**src/rtl/core/tbs_pkg.sv**
```systemverilog
package tbs_pkg;

  localparam int TIME_WIDTH     = 24;
  localparam int ID_WIDTH       = 16;
  localparam int RAND_WIDTH     = 16;
  localparam int SEQ_WIDTH      = 16;
  localparam int ETX_WIDTH      = 16;
  localparam int ARG_WIDTH      = (ETX_WIDTH > ID_WIDTH) ? ETX_WIDTH : ID_WIDTH;
  localparam int OP_WIDTH       = 3;
  localparam int CFG_ADDR_WIDTH = 4;
  localparam int CFG_DATA_WIDTH = 32;
  localparam int QUEUE_DEPTH    = 2;
  localparam int PROD_WIDTH     = TIME_WIDTH + RAND_WIDTH;

  localparam logic [TIME_WIDTH-1:0] MIN_TICKS_RESET = TIME_WIDTH'(64);
  localparam logic [TIME_WIDTH-1:0] MAX_TICKS_RESET = TIME_WIDTH'(65536);

  localparam logic [OP_WIDTH-1:0] OP_TICK       = 3'd0;
  localparam logic [OP_WIDTH-1:0] OP_SET_ETX    = 3'd1;
  localparam logic [OP_WIDTH-1:0] OP_NEW_PARENT = 3'd2;
  localparam logic [OP_WIDTH-1:0] OP_RESET      = 3'd3;
  localparam logic [OP_WIDTH-1:0] OP_RESET_PULL = 3'd4;
  localparam logic [OP_WIDTH-1:0] OP_NO_ENERGY  = 3'd5;

  localparam logic [1:0] REG_MIN_TICKS = 2'd0;
  localparam logic [1:0] REG_MAX_TICKS = 2'd1;
  localparam logic [1:0] REG_STATIC    = 2'd2;
  localparam logic [1:0] REG_NODE_ID   = 2'd3;

  typedef enum logic [2:0] {
    CMD_TICK,
    CMD_SET_ETX,
    CMD_NEW_PARENT,
    CMD_RESET,
    CMD_RESET_PULL,
    CMD_NO_ENERGY
  } cmd_kind_e;

  typedef struct packed {
    cmd_kind_e             kind;
    logic [ARG_WIDTH-1:0]  arg;
    logic [RAND_WIDTH-1:0] frac;
  } cmd_t;

  typedef struct packed {
    logic [TIME_WIDTH-1:0] min_ticks;
    logic [TIME_WIDTH-1:0] max_ticks;
    logic                  static_mode;
    logic [ID_WIDTH-1:0]   node_id;
  } cfg_t;

endpackage

```
**src/rtl/core/tbs_regs.sv**
```systemverilog
module tbs_regs (
  input  logic                                clk_i,
  input  logic                                rst_ni,
  input  logic                                psel,
  input  logic                                penable,
  input  logic                                pwrite,
  input  logic [tbs_pkg::CFG_ADDR_WIDTH-1:0]  paddr,
  input  logic [tbs_pkg::CFG_DATA_WIDTH-1:0]  pwdata,
  output logic [tbs_pkg::CFG_DATA_WIDTH-1:0]  prdata,
  output logic                                pready,
  output tbs_pkg::cfg_t                       cfg_o
);

  tbs_pkg::cfg_t cfg_q;
  logic          wr_en;
  logic [1:0]    reg_idx;

  assign wr_en   = psel && penable && pwrite;
  assign reg_idx = paddr[3:2];
  assign pready  = 1'b1;
  assign cfg_o   = cfg_q;

  always_ff @(posedge clk_i or negedge rst_ni) begin
    if (!rst_ni) begin
      cfg_q.min_ticks   <= tbs_pkg::MIN_TICKS_RESET;
      cfg_q.max_ticks   <= tbs_pkg::MAX_TICKS_RESET;
      cfg_q.static_mode <= 1'b0;
      cfg_q.node_id     <= '0;
    end else if (wr_en) begin
      case (reg_idx)
        tbs_pkg::REG_MIN_TICKS: cfg_q.min_ticks   <= pwdata[tbs_pkg::TIME_WIDTH-1:0];
        tbs_pkg::REG_MAX_TICKS: cfg_q.max_ticks   <= pwdata[tbs_pkg::TIME_WIDTH-1:0];
        tbs_pkg::REG_STATIC:    cfg_q.static_mode <= pwdata[0];
        tbs_pkg::REG_NODE_ID:   cfg_q.node_id     <= pwdata[tbs_pkg::ID_WIDTH-1:0];
        default: ;
      endcase
    end
  end

  always_comb begin
    case (reg_idx)
      tbs_pkg::REG_MIN_TICKS: prdata = tbs_pkg::CFG_DATA_WIDTH'(cfg_q.min_ticks);
      tbs_pkg::REG_MAX_TICKS: prdata = tbs_pkg::CFG_DATA_WIDTH'(cfg_q.max_ticks);
      tbs_pkg::REG_STATIC:    prdata = tbs_pkg::CFG_DATA_WIDTH'(cfg_q.static_mode);
      tbs_pkg::REG_NODE_ID:   prdata = tbs_pkg::CFG_DATA_WIDTH'(cfg_q.node_id);
      default:                prdata = '0;
    endcase
  end

endmodule

```
**src/rtl/core/tbs_front.sv**
```systemverilog
module tbs_front (
  input  logic                            clk_i,
  input  logic                            rst_ni,
  input  logic                            in_valid_i,
  output logic                            in_ready_o,
  input  logic [tbs_pkg::OP_WIDTH-1:0]    opcode_i,
  input  logic [tbs_pkg::ETX_WIDTH-1:0]   etx_value_i,
  input  logic [tbs_pkg::ID_WIDTH-1:0]    parent_id_i,
  input  logic [tbs_pkg::RAND_WIDTH-1:0]  random_fraction_i,
  output logic                            cmd_valid_o,
  output tbs_pkg::cmd_t                   cmd_o,
  input  logic                            cmd_pop_i
);

  localparam int PTR_WIDTH = (tbs_pkg::QUEUE_DEPTH > 1) ? $clog2(tbs_pkg::QUEUE_DEPTH) : 1;
  localparam int CNT_WIDTH = $clog2(tbs_pkg::QUEUE_DEPTH + 1);
  localparam logic [PTR_WIDTH-1:0] LAST_PTR = PTR_WIDTH'(tbs_pkg::QUEUE_DEPTH - 1);
  localparam logic [CNT_WIDTH-1:0] FULL_CNT = CNT_WIDTH'(tbs_pkg::QUEUE_DEPTH);

  tbs_pkg::cmd_t          queue_q [tbs_pkg::QUEUE_DEPTH];
  logic [PTR_WIDTH-1:0]   wr_ptr_q, rd_ptr_q;
  logic [CNT_WIDTH-1:0]   count_q;
  tbs_pkg::cmd_t          dec_cmd;
  logic                   dec_ok;
  logic                   push;

  // classify: unused opcodes are taken and dropped
  always_comb begin
    dec_cmd.arg  = tbs_pkg::ARG_WIDTH'(etx_value_i);
    dec_cmd.frac = random_fraction_i;
    dec_cmd.kind = tbs_pkg::CMD_TICK;
    dec_ok       = 1'b1;
    case (opcode_i)
      tbs_pkg::OP_TICK:       dec_cmd.kind = tbs_pkg::CMD_TICK;
      tbs_pkg::OP_SET_ETX:    dec_cmd.kind = tbs_pkg::CMD_SET_ETX;
      tbs_pkg::OP_NEW_PARENT: begin
        dec_cmd.kind = tbs_pkg::CMD_NEW_PARENT;
        dec_cmd.arg  = tbs_pkg::ARG_WIDTH'(parent_id_i);
      end
      tbs_pkg::OP_RESET:      dec_cmd.kind = tbs_pkg::CMD_RESET;
      tbs_pkg::OP_RESET_PULL: dec_cmd.kind = tbs_pkg::CMD_RESET_PULL;
      tbs_pkg::OP_NO_ENERGY:  dec_cmd.kind = tbs_pkg::CMD_NO_ENERGY;
      default:                dec_ok       = 1'b0;
    endcase
  end

  assign in_ready_o  = (count_q != FULL_CNT);
  assign push        = in_valid_i && in_ready_o && dec_ok;
  assign cmd_valid_o = (count_q != '0);
  assign cmd_o       = queue_q[rd_ptr_q];

  always_ff @(posedge clk_i) begin
    if (push) begin
      queue_q[wr_ptr_q] <= dec_cmd;
    end
  end

  always_ff @(posedge clk_i or negedge rst_ni) begin
    if (!rst_ni) begin
      wr_ptr_q <= '0;
      rd_ptr_q <= '0;
      count_q  <= '0;
    end else begin
      if (push) begin
        wr_ptr_q <= (wr_ptr_q == LAST_PTR) ? '0 : wr_ptr_q + PTR_WIDTH'(1);
      end
      if (cmd_pop_i) begin
        rd_ptr_q <= (rd_ptr_q == LAST_PTR) ? '0 : rd_ptr_q + PTR_WIDTH'(1);
      end
      case ({push, cmd_pop_i})
        2'b10:   count_q <= count_q + CNT_WIDTH'(1);
        2'b01:   count_q <= count_q - CNT_WIDTH'(1);
        default: count_q <= count_q;
      endcase
    end
  end

endmodule

```
**src/rtl/core/tbs_back.sv**
```systemverilog
module tbs_back (
  input  logic                             clk_i,
  input  logic                             rst_ni,
  input  tbs_pkg::cfg_t                    cfg_i,
  input  logic                             cmd_valid_i,
  input  tbs_pkg::cmd_t                    cmd_i,
  output logic                             cmd_pop_o,
  output logic                             out_valid_o,
  input  logic                             out_ready_i,
  output logic [tbs_pkg::SEQ_WIDTH-1:0]    sequence_res_o,
  output logic                             etx_known_o,
  output logic [tbs_pkg::ETX_WIDTH-1:0]    etx_to_root_o,
  output logic                             has_parent_o,
  output logic [tbs_pkg::ID_WIDTH-1:0]     parent_node_o,
  output logic                             pull_o,
  output logic [tbs_pkg::ID_WIDTH-1:0]     source_node_o,
  output logic [tbs_pkg::TIME_WIDTH-1:0]   next_interval_o
);

  localparam int TW = tbs_pkg::TIME_WIDTH;
  localparam int RW = tbs_pkg::RAND_WIDTH;
  localparam int PW = tbs_pkg::PROD_WIDTH;

  logic [tbs_pkg::SEQ_WIDTH-1:0] seq_q;
  logic [tbs_pkg::ETX_WIDTH-1:0] etx_q;
  logic                          etx_valid_q;
  logic [tbs_pkg::ID_WIDTH-1:0]  parent_q;
  logic                          parent_valid_q;
  logic                          pull_q;
  logic [TW-1:0]                 coeff_q;
  logic [TW-1:0]                 countdown_q;
  logic                          armed_q;
  logic                          out_valid_q;

  logic          is_tick, is_reset, fire, emit, slot_free, exec;
  logic [TW-1:0] cnt_dec, coeff_use, lower, span, interval_raw, interval, doubled, coeff_next;
  logic [PW-1:0] prod;
  logic          emit_pull, emit_parent_valid;
  logic [tbs_pkg::ID_WIDTH-1:0] emit_parent;

  assign is_tick  = (cmd_i.kind == tbs_pkg::CMD_TICK);
  assign is_reset = (cmd_i.kind == tbs_pkg::CMD_NEW_PARENT) ||
                    (cmd_i.kind == tbs_pkg::CMD_RESET) ||
                    (cmd_i.kind == tbs_pkg::CMD_RESET_PULL);
  assign cnt_dec  = countdown_q - TW'(1);
  assign fire     = is_tick && armed_q && (cnt_dec == '0);
  assign emit     = fire || is_reset;

  assign slot_free = !out_valid_q || out_ready_i;
  assign exec      = cmd_valid_i && (!emit || slot_free);
  assign cmd_pop_o = exec;

  // interval = coeff/2 + (coeff - coeff/2) * frac / 2^RW
  assign coeff_use    = is_reset ? cfg_i.min_ticks : coeff_q;
  assign lower        = coeff_use >> 1;
  assign span         = coeff_use - lower;
  assign prod         = PW'(span) * PW'(cmd_i.frac);
  assign interval_raw = lower + prod[PW-1:RW];
  assign interval     = (interval_raw == '0) ? TW'(1) : interval_raw;
  assign doubled      = coeff_use[TW-1] ? '1 : {coeff_use[TW-2:0], 1'b0};
  assign coeff_next   = cfg_i.static_mode ? coeff_use :
                        ((doubled < cfg_i.max_ticks) ? doubled : cfg_i.max_ticks);

  assign emit_pull         = pull_q || (cmd_i.kind == tbs_pkg::CMD_RESET_PULL);
  assign emit_parent_valid = parent_valid_q || (cmd_i.kind == tbs_pkg::CMD_NEW_PARENT);
  assign emit_parent       = (cmd_i.kind == tbs_pkg::CMD_NEW_PARENT) ?
                             cmd_i.arg[tbs_pkg::ID_WIDTH-1:0] : parent_q;

  always_ff @(posedge clk_i or negedge rst_ni) begin
    if (!rst_ni) begin
      seq_q          <= '0;
      etx_q          <= '0;
      etx_valid_q    <= 1'b0;
      parent_q       <= '0;
      parent_valid_q <= 1'b0;
      pull_q         <= 1'b0;
      coeff_q        <= tbs_pkg::MIN_TICKS_RESET;
      countdown_q    <= '0;
      armed_q        <= 1'b0;
    end else if (exec) begin
      if (emit) begin
        seq_q          <= seq_q + tbs_pkg::SEQ_WIDTH'(1);
        pull_q         <= 1'b0;
        countdown_q    <= interval;
        armed_q        <= 1'b1;
        coeff_q        <= coeff_next;
        parent_q       <= emit_parent;
        parent_valid_q <= emit_parent_valid;
      end else begin
        case (cmd_i.kind)
          tbs_pkg::CMD_TICK: begin
            if (armed_q) begin
              countdown_q <= cnt_dec;
            end
          end
          tbs_pkg::CMD_SET_ETX: begin
            etx_q       <= cmd_i.arg[tbs_pkg::ETX_WIDTH-1:0];
            etx_valid_q <= 1'b1;
          end
          tbs_pkg::CMD_NO_ENERGY: begin
            etx_q          <= '0;
            etx_valid_q    <= 1'b0;
            parent_q       <= '0;
            parent_valid_q <= 1'b0;
            pull_q         <= 1'b0;
            coeff_q        <= cfg_i.min_ticks;
            countdown_q    <= '0;
            armed_q        <= 1'b0;
          end
          default: ;
        endcase
      end
    end
  end

  always_ff @(posedge clk_i or negedge rst_ni) begin
    if (!rst_ni) begin
      out_valid_q <= 1'b0;
    end else if (exec && emit) begin
      out_valid_q <= 1'b1;
    end else if (out_ready_i) begin
      out_valid_q <= 1'b0;
    end
  end

  always_ff @(posedge clk_i) begin
    if (exec && emit) begin
      sequence_res_o  <= seq_q;
      etx_known_o     <= etx_valid_q;
      etx_to_root_o   <= etx_q;
      has_parent_o    <= emit_parent_valid;
      parent_node_o   <= emit_parent;
      pull_o          <= emit_pull;
      source_node_o   <= cfg_i.node_id;
      next_interval_o <= interval;
    end
  end

  assign out_valid_o = out_valid_q;

endmodule

```
**src/rtl/core/trickle_beacon_scheduler.sv**
```systemverilog
// Trickle beacon scheduler.
// Input channel (in_valid_i/in_ready_o) takes one event item per cycle: tick,
// set ETX, new parent, trickle reset, reset with pull, out of energy. Items go
// into a two-entry command queue; the executor pops one command per cycle.
// Output channel (out_valid_o/out_ready_i) carries one beacon item for every
// reset-class event and for every tick that runs the armed countdown to zero.
// An accepted item is first written into the queue; the executor then takes it
// from the queue head and loads its beacon into the output register.
// Throughput: one item per cycle; the executor computes the next interval with
// a single 24x16 multiply and updates all state in the same cycle.
// When the receiver stalls, the held beacon stays in the output register, the
// executor keeps running non-beacon commands and blocks only on the next
// beacon; the queue then fills and in_ready_o drops.
// Reset (rst_ni low, async): queue empty, no beacon pending, sequence 0, no
// ETX, no parent, timer disarmed, coefficient 64; registers take their defaults.
// Config registers (APB, byte address 4*i): write only while idle (unchecked).
module trickle_beacon_scheduler (
  input  logic                                clk_i,
  input  logic                                rst_ni,
  input  logic                                psel,
  input  logic                                penable,
  input  logic                                pwrite,
  input  logic [tbs_pkg::CFG_ADDR_WIDTH-1:0]  paddr,
  input  logic [tbs_pkg::CFG_DATA_WIDTH-1:0]  pwdata,
  output logic [tbs_pkg::CFG_DATA_WIDTH-1:0]  prdata,
  output logic                                pready,
  input  logic                                in_valid_i,
  output logic                                in_ready_o,
  input  logic [tbs_pkg::OP_WIDTH-1:0]        opcode_i,
  input  logic [tbs_pkg::ETX_WIDTH-1:0]       etx_value_i,
  input  logic [tbs_pkg::ID_WIDTH-1:0]        parent_id_i,
  input  logic [tbs_pkg::RAND_WIDTH-1:0]      random_fraction_i,
  output logic                                out_valid_o,
  input  logic                                out_ready_i,
  output logic [tbs_pkg::SEQ_WIDTH-1:0]       sequence_res_o,
  output logic                                etx_known_o,
  output logic [tbs_pkg::ETX_WIDTH-1:0]       etx_to_root_o,
  output logic                                has_parent_o,
  output logic [tbs_pkg::ID_WIDTH-1:0]        parent_node_o,
  output logic                                pull_o,
  output logic [tbs_pkg::ID_WIDTH-1:0]        source_node_o,
  output logic [tbs_pkg::TIME_WIDTH-1:0]      next_interval_o
);

  tbs_pkg::cfg_t cfg;
  tbs_pkg::cmd_t cmd;
  logic          cmd_valid;
  logic          cmd_pop;

  tbs_regs u_regs (
    .clk_i   (clk_i),
    .rst_ni  (rst_ni),
    .psel    (psel),
    .penable (penable),
    .pwrite  (pwrite),
    .paddr   (paddr),
    .pwdata  (pwdata),
    .prdata  (prdata),
    .pready  (pready),
    .cfg_o   (cfg)
  );

  tbs_front u_front (
    .clk_i             (clk_i),
    .rst_ni            (rst_ni),
    .in_valid_i        (in_valid_i),
    .in_ready_o        (in_ready_o),
    .opcode_i          (opcode_i),
    .etx_value_i       (etx_value_i),
    .parent_id_i       (parent_id_i),
    .random_fraction_i (random_fraction_i),
    .cmd_valid_o       (cmd_valid),
    .cmd_o             (cmd),
    .cmd_pop_i         (cmd_pop)
  );

  tbs_back u_back (
    .clk_i           (clk_i),
    .rst_ni          (rst_ni),
    .cfg_i           (cfg),
    .cmd_valid_i     (cmd_valid),
    .cmd_i           (cmd),
    .cmd_pop_o       (cmd_pop),
    .out_valid_o     (out_valid_o),
    .out_ready_i     (out_ready_i),
    .sequence_res_o  (sequence_res_o),
    .etx_known_o     (etx_known_o),
    .etx_to_root_o   (etx_to_root_o),
    .has_parent_o    (has_parent_o),
    .parent_node_o   (parent_node_o),
    .pull_o          (pull_o),
    .source_node_o   (source_node_o),
    .next_interval_o (next_interval_o)
  );

  a_pop_needs_cmd: assert property (@(posedge clk_i) disable iff (!rst_ni)
    cmd_pop |-> cmd_valid)
    else $error("command popped from empty queue");

  a_reset_emits: assert property (@(posedge clk_i) disable iff (!rst_ni)
    (cmd_pop && (cmd.kind == tbs_pkg::CMD_RESET || cmd.kind == tbs_pkg::CMD_RESET_PULL ||
                 cmd.kind == tbs_pkg::CMD_NEW_PARENT)) |=> out_valid_o)
    else $error("trickle reset did not produce a beacon");

  a_no_energy_silent: assert property (@(posedge clk_i) disable iff (!rst_ni)
    (cmd_pop && cmd.kind == tbs_pkg::CMD_NO_ENERGY && out_ready_i) |=> !out_valid_o)
    else $error("out-of-energy event produced a beacon");

  a_set_etx_silent: assert property (@(posedge clk_i) disable iff (!rst_ni)
    (cmd_pop && cmd.kind == tbs_pkg::CMD_SET_ETX && out_ready_i) |=> !out_valid_o)
    else $error("set ETX event produced a beacon");

endmodule

```
**config.mk**
```make
export PLATFORM = sky130hd
export DESIGN_NAME = trickle_beacon_scheduler
export DESIGN_NICKNAME = d
export VERILOG_FILES = /design/src/rtl/core/tbs_pkg.sv /design/src/rtl/core/tbs_regs.sv /design/src/rtl/core/tbs_front.sv /design/src/rtl/core/tbs_back.sv /design/src/rtl/core/trickle_beacon_scheduler.sv
export SDC_FILE = /design/constraint.sdc
export NUM_CORES = 2
export LEC_CHECK = 0
export BUFFER_PORTS_ARGS = -buffer_cell sky130_fd_sc_hd__buf_4
export CORE_MARGIN = 2
export CORE_UTILIZATION = 40
export DETAILED_ROUTE_END_ITERATION = 10
export PLACE_DENSITY_LB_ADDON = 0.05
export SYNTH_ARGS = -nofsm -noshare
export SYNTH_HDL_FRONTEND = slang
export SYNTH_SLANG_ARGS = --single-unit
```
**constraint.sdc**
```tcl
create_clock -name clk_i -period 17.23 [get_ports clk_i]
set_input_delay 5.169 -clock clk_i [delete_from_list [all_inputs] [get_ports clk_i]]
set_output_delay 5.169 -clock clk_i [all_outputs]
set_load 0.1 [all_outputs]
```
# After elaboration in Yosys (flattened, before gate mapping)

Memories as Yosys holds them, arrays and structs flattened.
Cells that the tools add are included.

ROM bits: 0
Input port bits: 94
Memories: 1
Output and inout bits: 126
Bits in registers: 261
Bits in latches: 0
Logic and storage cells: 121
RAM bits: 70

Memory list:

| memory          | depth | bits a word | read ports | clocked after memory_dff | write ports | line            | source |
|---|---|---|---|---|---|---|---|
| u_front.queue_q | 2     | 35          | 1          | 0                        | 1           | tbs_front.sv:20 | `tbs_pkg::cmd_t queue_q [tbs_pkg::QUEUE_DEPTH];` |

$add $sub $neg: 8
Bitwise logic cells: 1
Equality and inequality tests: 17
$mul: 1
$lt $le $gt $ge: 1
Mux-type cells: 30
Shifts and indexed selects: 0
Reduce and logical (&&, ||, !) cells: 37
Div/mod/pow operators: 0

Operators by type and width:

| operator                                             | number |
|---|---|
| two-way mux 24 bit                                   | 9 |
| case mux 32 bit (4 select lines)                     | 1 |
| two-way mux 16 bit                                   | 4 |
| logical NOT 24 bit                                   | 2 |
| case mux 24 bit (2 select lines)                     | 1 |
| multiplier 24 x 16 -> 40 bit                         | 1 |
| case mux 16 bit (2 select lines)                     | 1 |
| adder 23 x 24 -> 24 bit                              | 1 |
| less-than comparator 24 bit                          | 1 |
| subtractor 24 x 1 -> 24 bit (second input constant)  | 1 |
| subtractor 24 x 23 -> 24 bit                         | 1 |
| adder 16 x 1 -> 16 bit (second input constant)       | 1 |
| case mux 3 bit (5 select lines)                      | 1 |
| equality test 3 x 2 -> 1 bit (second input constant) | 4 |
| equality test 3 bit (second input constant)          | 4 |
| AND reduction 2 bit                                  | 6 |
| two-way mux 1 bit                                    | 11 |
| nonzero test 2 bit                                   | 5 |
| logical AND 1 bit                                    | 8 |
| logical OR 1 bit                                     | 7 |
| equality test 2 bit (second input constant)          | 3 |
| equality test 3 x 1 -> 1 bit (second input constant) | 2 |
| logical NOT 3 bit                                    | 2 |
| AND reduction 3 bit                                  | 2 |
| other kinds (13)                                     | 16 |

# Depth between registers and ports, before layout

An unclocked memory read counts as a cell.

Word-level depth: 11
Depth in mapped cells: 58
Gate-level depth less buffers: 56

# Modules after synthesis

From an unflattened synthesis, not the netlist that was laid out.

Cell total of the unflattened synthesis: 2958
Area, all modules: 29734.8 um^2

By module, submodules not included:

| module    | times used | cells an instance | seq. area each (um^2) | area each (um^2) |
|---|---|---|---|---|
| tbs_back  | 1          | 2580              | 5236.3                | 23591.4 |
| tbs_regs  | 1          | 226               | 1629.1                | 3120.5 |
| tbs_front | 1          | 152               | 2202.1                | 3022.9 |

# Worst setup path before layout

No wires, ideal clock.

Path kind: input to output
Start: input paddr[2] (netlist bit)
End: output prdata[1] (netlist bit)
Required time: 12061 ps
Data arrival time: 8239 ps
Path buffers: 2
Stages on the path: 4
Path slack: 3822 ps
Path through: clkbuf_1 > buf_1 > mux2i_1 > o21ai_0

Cells in the longest elaborated chain, start to end: 2
Elaborated cells on any way between the ends: 5
Those cells by class: 3 x eq/ne; 1 x mux; 1 x reduce/logical

RTL lines:

| element                                     | line                           | source |
|---|---|---|
| start: declaration                          | trickle_beacon_scheduler.sv:23 | `input logic [tbs_pkg::CFG_ADDR_WIDTH-1:0] paddr,` |
| equality test 2 bit (tied with other cells) | tbs_regs.sv:41                 | `case (reg_idx)` |
| case mux 32 bit (4 select lines) *          | tbs_regs.sv:41                 |  |
| end: declaration                            | trickle_beacon_scheduler.sv:25 | `output logic [tbs_pkg::CFG_DATA_WIDTH-1:0] prdata,` |

Mark *: on every way between the ends. The rest lies on a longest branch, timed or not. The select of a mux whose other input is x is not followed.

# Worst setup path after layout

Start: register u_front.rd_ptr_q
End: register u_back.next_interval_o[0] (netlist bit), data pin

Cells in the longest elaborated chain, start to end: 10
Elaborated cells on any way between the ends: 12
Those cells by class: 2 x add/sub; 1 x mul; 3 x eq/ne; 2 x mux; 3 x reduce/logical; 1 x memory

RTL lines:

| element                                         | line                           | source |
|---|---|---|
| start: declaration                              | tbs_front.sv:21                | `logic [PTR_WIDTH-1:0] wr_ptr_q, rd_ptr_q;` |
| start signal: assignment                        | tbs_front.sv:68                | `rd_ptr_q <= (rd_ptr_q == LAST_PTR) ? '0 : rd_ptr_q + PTR_WIDTH'(1);` |
| memory (2 x 35 bit) *                           | n/a                            |  |
| equality test 3 x 2 -> 1 bit (on tied branches) | tbs_back.sv:42, tbs_back.sv:43 |  |
| logical OR 1 bit                                | tbs_back.sv:42                 | `assign is_reset = (cmd_i.kind == tbs_pkg::CMD_NEW_PARENT) \|\|` |
| logical OR 1 bit                                | tbs_back.sv:43                 | `(cmd_i.kind == tbs_pkg::CMD_RESET) \|\|` |
| two-way mux 24 bit                              | tbs_back.sv:54                 | `assign coeff_use = is_reset ? cfg_i.min_ticks : coeff_q;` |
| subtractor 24 x 23 -> 24 bit                    | tbs_back.sv:56                 | `assign span = coeff_use - lower;` |
| multiplier 24 x 16 -> 40 bit                    | tbs_back.sv:57                 | `assign prod = PW'(span) * PW'(cmd_i.frac);` |
| adder 23 x 24 -> 24 bit *                       | tbs_back.sv:58                 | `assign interval_raw = lower + prod[PW-1:RW];` |
| logical NOT 24 bit                              | tbs_back.sv:59                 | `assign interval = (interval_raw == '0) ? TW'(1) : interval_raw;` |
| two-way mux 24 bit *                            | tbs_back.sv:59                 |  |
| net u_back.interval[0]                          | tbs_back.sv:36                 | `logic [TW-1:0] cnt_dec, coeff_use, lower, span, interval_raw, interval, doubled, coeff_next;` |
| end signal: assignment                          | tbs_back.sv:135                | `next_interval_o <= interval;` |
| end: declaration                                | tbs_back.sv:17                 | `output logic [tbs_pkg::TIME_WIDTH-1:0] next_interval_o` |

Mark *: on every way through the listed nets, which the timed path passes. The rest lies on a longest branch.
A chain may end at the register's enable or synchronous reset.

==> results.json <==
{
  "run_status": "finished, final reports clean",
  "worst_ep_required_time_ps": 17650,
  "finalHoldViolations": 0,
  "seq_total_area_yosys": 0.307,
  "cp.buffers_inverters": 5,
  "floorplan.initialDensity": 0.404,
  "edff_count_synth": 161,
  "critical-path-max-stage-delay_ps": 780,
  "detailedPlace.worstSlack_ps": 2830,
  "yosys_most_used_dff": "sky130_fd_sc_hd__dfrtp_1",
  "setup.worst_path.end_class": "register",
  "synth_area_sq_um": 29500,
  "wire_per_inst_um": 20.6,
  "htreeDepth": 2,
  "maximum_number_of_pins_on_one_net_before_global_route_repair": 95,
  "remaining_drc_errors": 0,
  "grt_setup_unrepaired": "false",
  "post_synthesis_mean_instance_area_sq_um": 10.0,
  "nNetsFinal": 3722,
  "num_rows": 99,
  "cp_max_fo": 23,
  "tritoncts_num_sinks": 330,
  "final_critical_path_setup_slack_ps": 2760,
  "multi_input_area_sq_um": 18400,
  "synth-async-reset-ratio": 0.512,
  "final_clock_period_utilization_by_the_worst_path": 0.840,
  "final-setup-viol-count": 0,
  "vias": 21900,
  "max_slew_headroom": 0.171,
  "initial_antenna_violation_count": 1,
  "final.setup.tns_ps": 0,
  "critical-path-top-delay-family": "adder cells",
  "cts_tree": "done",
  "drt_iter0_drc": 1229,
  "seq_area_sq_um": 9070,
  "coreArea_sq_um": 73000,
  "final-max-slew-violation-count": 0,
  "boundaryPins": 220,
  "worstMarginPinSlew_ps": 1230,
  "ys_ff_latch": 330,
  "root_buffer": "sky130_fd_sc_hd__clkbuf_16",
  "worst_clock_skew_ps": 29.6,
  "critical_path_class": "register to register",
  "drive_gt1_frac": 0.157,
  "design.die.area_sq_um": 75900,
  "overflow": 0,
  "hold_class": "register to register",
  "drtPass1Iterations": 5,
  "clock_path_buffers": 3,
  "post-route-min-period_ps": 14470,
  "first_global_vias": 23500,
  "final_weighted_congestion_in_routability_driven_placement": 0.880,
  "post-dp-hpwl_mm": 64.8,
  "path_clk_slew_ps": 60,
  "clk_latency_ps": 570,
  "critical_path.most_common_cell": "sky130_fd_sc_hd__fa_1",
  "die_w_um": 276,
  "critPathLaunchType": "register",
  "numCtsBuffers": 38,
  "number_of_maximum_capacitance_violations": 0,
  "diodes": 0,
  "io_buffer_count": 200,
  "cp_data_arrival_time_ps": 14890,
  "grt_first_pass_wirelength_mm": 135,
  "cts_repair_resize_count": 0,
  "critPathSlowestCell": "sky130_fd_sc_hd__xnor2_1",
  "cell_count_after_synthesis": 2950,
  "synthToLayoutAreaGrowth_pct": 13.8,
  "fill_cells": 6902,
  "avgViaCountPerCell": 5.31,
  "antenna_nets_post_route": 0,
  "die-height_um": 276,
  "fmax_mhz": 69.1,
  "cts.hold.buffers_added": 0,
  "synth.yosys.warnings": 0,
  "synth_cell_types": 98,
  "finalWirelength_mm": 85.2,
  "cts_setup_buffers": 0,
  "grt.total_usage": 0.231
}
cells in the mapped netlist (11+ instances only):
cell type	number	area share
sky130_fd_sc_hd__buf_2	14	0.0024
sky130_fd_sc_hd__a21oi_1	100	0.017
sky130_fd_sc_hd__inv_1	412	0.052
sky130_fd_sc_hd__nor4_1	11	0.0023
sky130_fd_sc_hd__nand4_1	17	0.0036
sky130_fd_sc_hd__dfrtp_1	166	0.14
sky130_fd_sc_hd__a21o_1	40	0.010
sky130_fd_sc_hd__nor3_1	41	0.0070
sky130_fd_sc_hd__nand2b_1	25	0.0053
sky130_fd_sc_hd__nor2b_1	13	0.0028
sky130_fd_sc_hd__and3_1	17	0.0036
sky130_fd_sc_hd__nor2_1	236	0.030
sky130_fd_sc_hd__nand3_1	33	0.0056
sky130_fd_sc_hd__xnor2_1	78	0.023
sky130_fd_sc_hd__a31oi_1	11	0.0023
sky130_fd_sc_hd__and2_1	25	0.0053
sky130_fd_sc_hd__a2bb2oi_1	12	0.0036
sky130_fd_sc_hd__fa_1	307	0.21
sky130_fd_sc_hd__edfxtp_1	161	0.16
sky130_fd_sc_hd__xor2_1	29	0.0086
sky130_fd_sc_hd__a22o_1	18	0.0053
sky130_fd_sc_hd__clkbuf_1	81	0.010
sky130_fd_sc_hd__o21bai_1	13	0.0033
sky130_fd_sc_hd__o21ai_0	142	0.024
sky130_fd_sc_hd__nand2_1	353	0.045
sky130_fd_sc_hd__ha_1	182	0.077
sky130_fd_sc_hd__mux2i_1	82	0.028
sky130_fd_sc_hd__mux2_2	114	0.044
sky130_fd_sc_hd__or3_1	19	0.0040
sky130_fd_sc_hd__o31ai_1	20	0.0051
stage by stage:
step / cell area, sq um / hold slack, ps / std cells / utilization
2_1_floorplan: 29500 / 425 / 2957 / -
3_3_place_gp: 32200 / 431 / 4058 / 0.441
3_5_place_dp: 32200 / 430 / 4058 / 0.441
4_1_cts: 33600 / 446 / 4128 / 0.460
5_1_grt: 33600 / 461 / 4128 / 0.460
6_report: 33600 / 446 / 4128 / 0.460
cell type report:
| cell class | count | share of cell area |
|---|---|---|
| tap | 959 | 0.0358 |
| clock buffer | 52 | 0.0332 |
| sequential | 330 | 0.270 |
| multi-input combinational | 2097 | 0.549 |
| timing repair buffer | 257 | 0.0576 |
| inverter | 415 | 0.0465 |
| clock inverter | 18 | 0.00802 |
worst reg2reg max path: cells and delay by family (launching register included):
| family | cells | cell delay [ps] |
|---|---|---|
| AOI/OAI and AO/OA | 16 | 3570 |
| xor gates and xnor gates | 2 | 1020 |
| adders and majority gates | 9 | 3990 |
| buffers and inverters | 5 | 310 |
| DFF | 1 | 520 |
| muxes | 2 | 960 |
| and+or+nand+nor | 16 | 3920 |
layer usage:
metal	track usage	routed length [um]	vias up
met5	0	0	-
met4	0.0620	2210	0
met3	0.0267	3990	113
li1	-	-	10200
met2	0.390	41300	539
met1	0.315	37700	11100
cells in the final DEF (no fill, tap or decap), types with 12 or more instances in the layout:
cell	n
sky130_fd_sc_hd__clkbuf_16	39
sky130_fd_sc_hd__a22o_1	18
sky130_fd_sc_hd__inv_1	412
sky130_fd_sc_hd__o31ai_1	20
sky130_fd_sc_hd__or3_1	19
sky130_fd_sc_hd__mux2i_1	81
sky130_fd_sc_hd__nand3_1	32
sky130_fd_sc_hd__xnor2_1	78
sky130_fd_sc_hd__buf_4	256
sky130_fd_sc_hd__a2bb2oi_1	12
sky130_fd_sc_hd__edfxtp_1	161
sky130_fd_sc_hd__nor2b_1	13
sky130_fd_sc_hd__nand2b_1	25
sky130_fd_sc_hd__nand4_1	17
sky130_fd_sc_hd__dfrtp_1	165
sky130_fd_sc_hd__a21o_1	40
sky130_fd_sc_hd__nor3_1	39
sky130_fd_sc_hd__a21oi_1	100
sky130_fd_sc_hd__and2_1	25
sky130_fd_sc_hd__nor2_1	234
sky130_fd_sc_hd__and3_1	17
sky130_fd_sc_hd__o21ai_0	142
sky130_fd_sc_hd__xor2_1	29
sky130_fd_sc_hd__nand2_1	353
sky130_fd_sc_hd__mux2_2	114
sky130_fd_sc_hd__ha_1	182
sky130_fd_sc_hd__o21bai_1	13
sky130_fd_sc_hd__fa_1	307
kinds of logic (layout without fill, tap and decap cells):
kind of cell | count (synthesis) | in the layout | share of synthesized area
AND/OR/NAND/NOR | 827 | 827 | 0.124
buffers and inverters | 530 | 742 | 0.0703
adder cells (fa/ha/maj) | 492 | 492 | 0.287
AO/OA/AOI/OAI | 456 | 456 | 0.102
flip-flops | 330 | 330 | 0.307
multiplexers | 204 | 204 | 0.0763
XOR/XNOR | 109 | 109 | 0.0329
other | 2 | 9 | 0.000255
state kept, by name, indices dropped and copies added, names as in the netlist:
register,flops
u_back.armed_q,1
u_front.queue_q,70
u_front.rd_ptr_q,1
u_back.out_valid_o,1
u_back.parent_node_o,16
u_back.etx_known_o,1
u_back.source_node_o,16
u_back.parent_q,16
u_back.etx_valid_q,1
u_back.pull_o,1
u_back.sequence_res_o,16
u_back.countdown_q,24
u_front.count_q,2
u_front.wr_ptr_q,1
u_back.etx_to_root_o,16
u_back.parent_valid_q,1
u_back.seq_q,16
u_back.etx_q,16
u_back.coeff_q,24
u_back.next_interval_o,24
u_back.has_parent_o,1
u_regs.cfg_o,65
final timing paths:
kind,startpoint,end,slack (ps),cells past startpoint
min in group asynchronous,rst_ni,u_back.seq_q[11],4680,1
max reg2reg,u_front.rd_ptr_q,u_back.next_interval_o[0],2760,50
min,u_back.etx_q[9],u_back.etx_to_root_o[9],450,0
min reg2reg,u_back.etx_q[9],u_back.etx_to_root_o[9],450,0
max in group asynchronous,rst_ni,u_regs.cfg_o[59],10880,2
max,u_front.rd_ptr_q,u_back.next_interval_o[0],2760,50
Power is not shown: default switching activity piles up to over one toggle a cycle in this logic, so the estimate is an artifact.
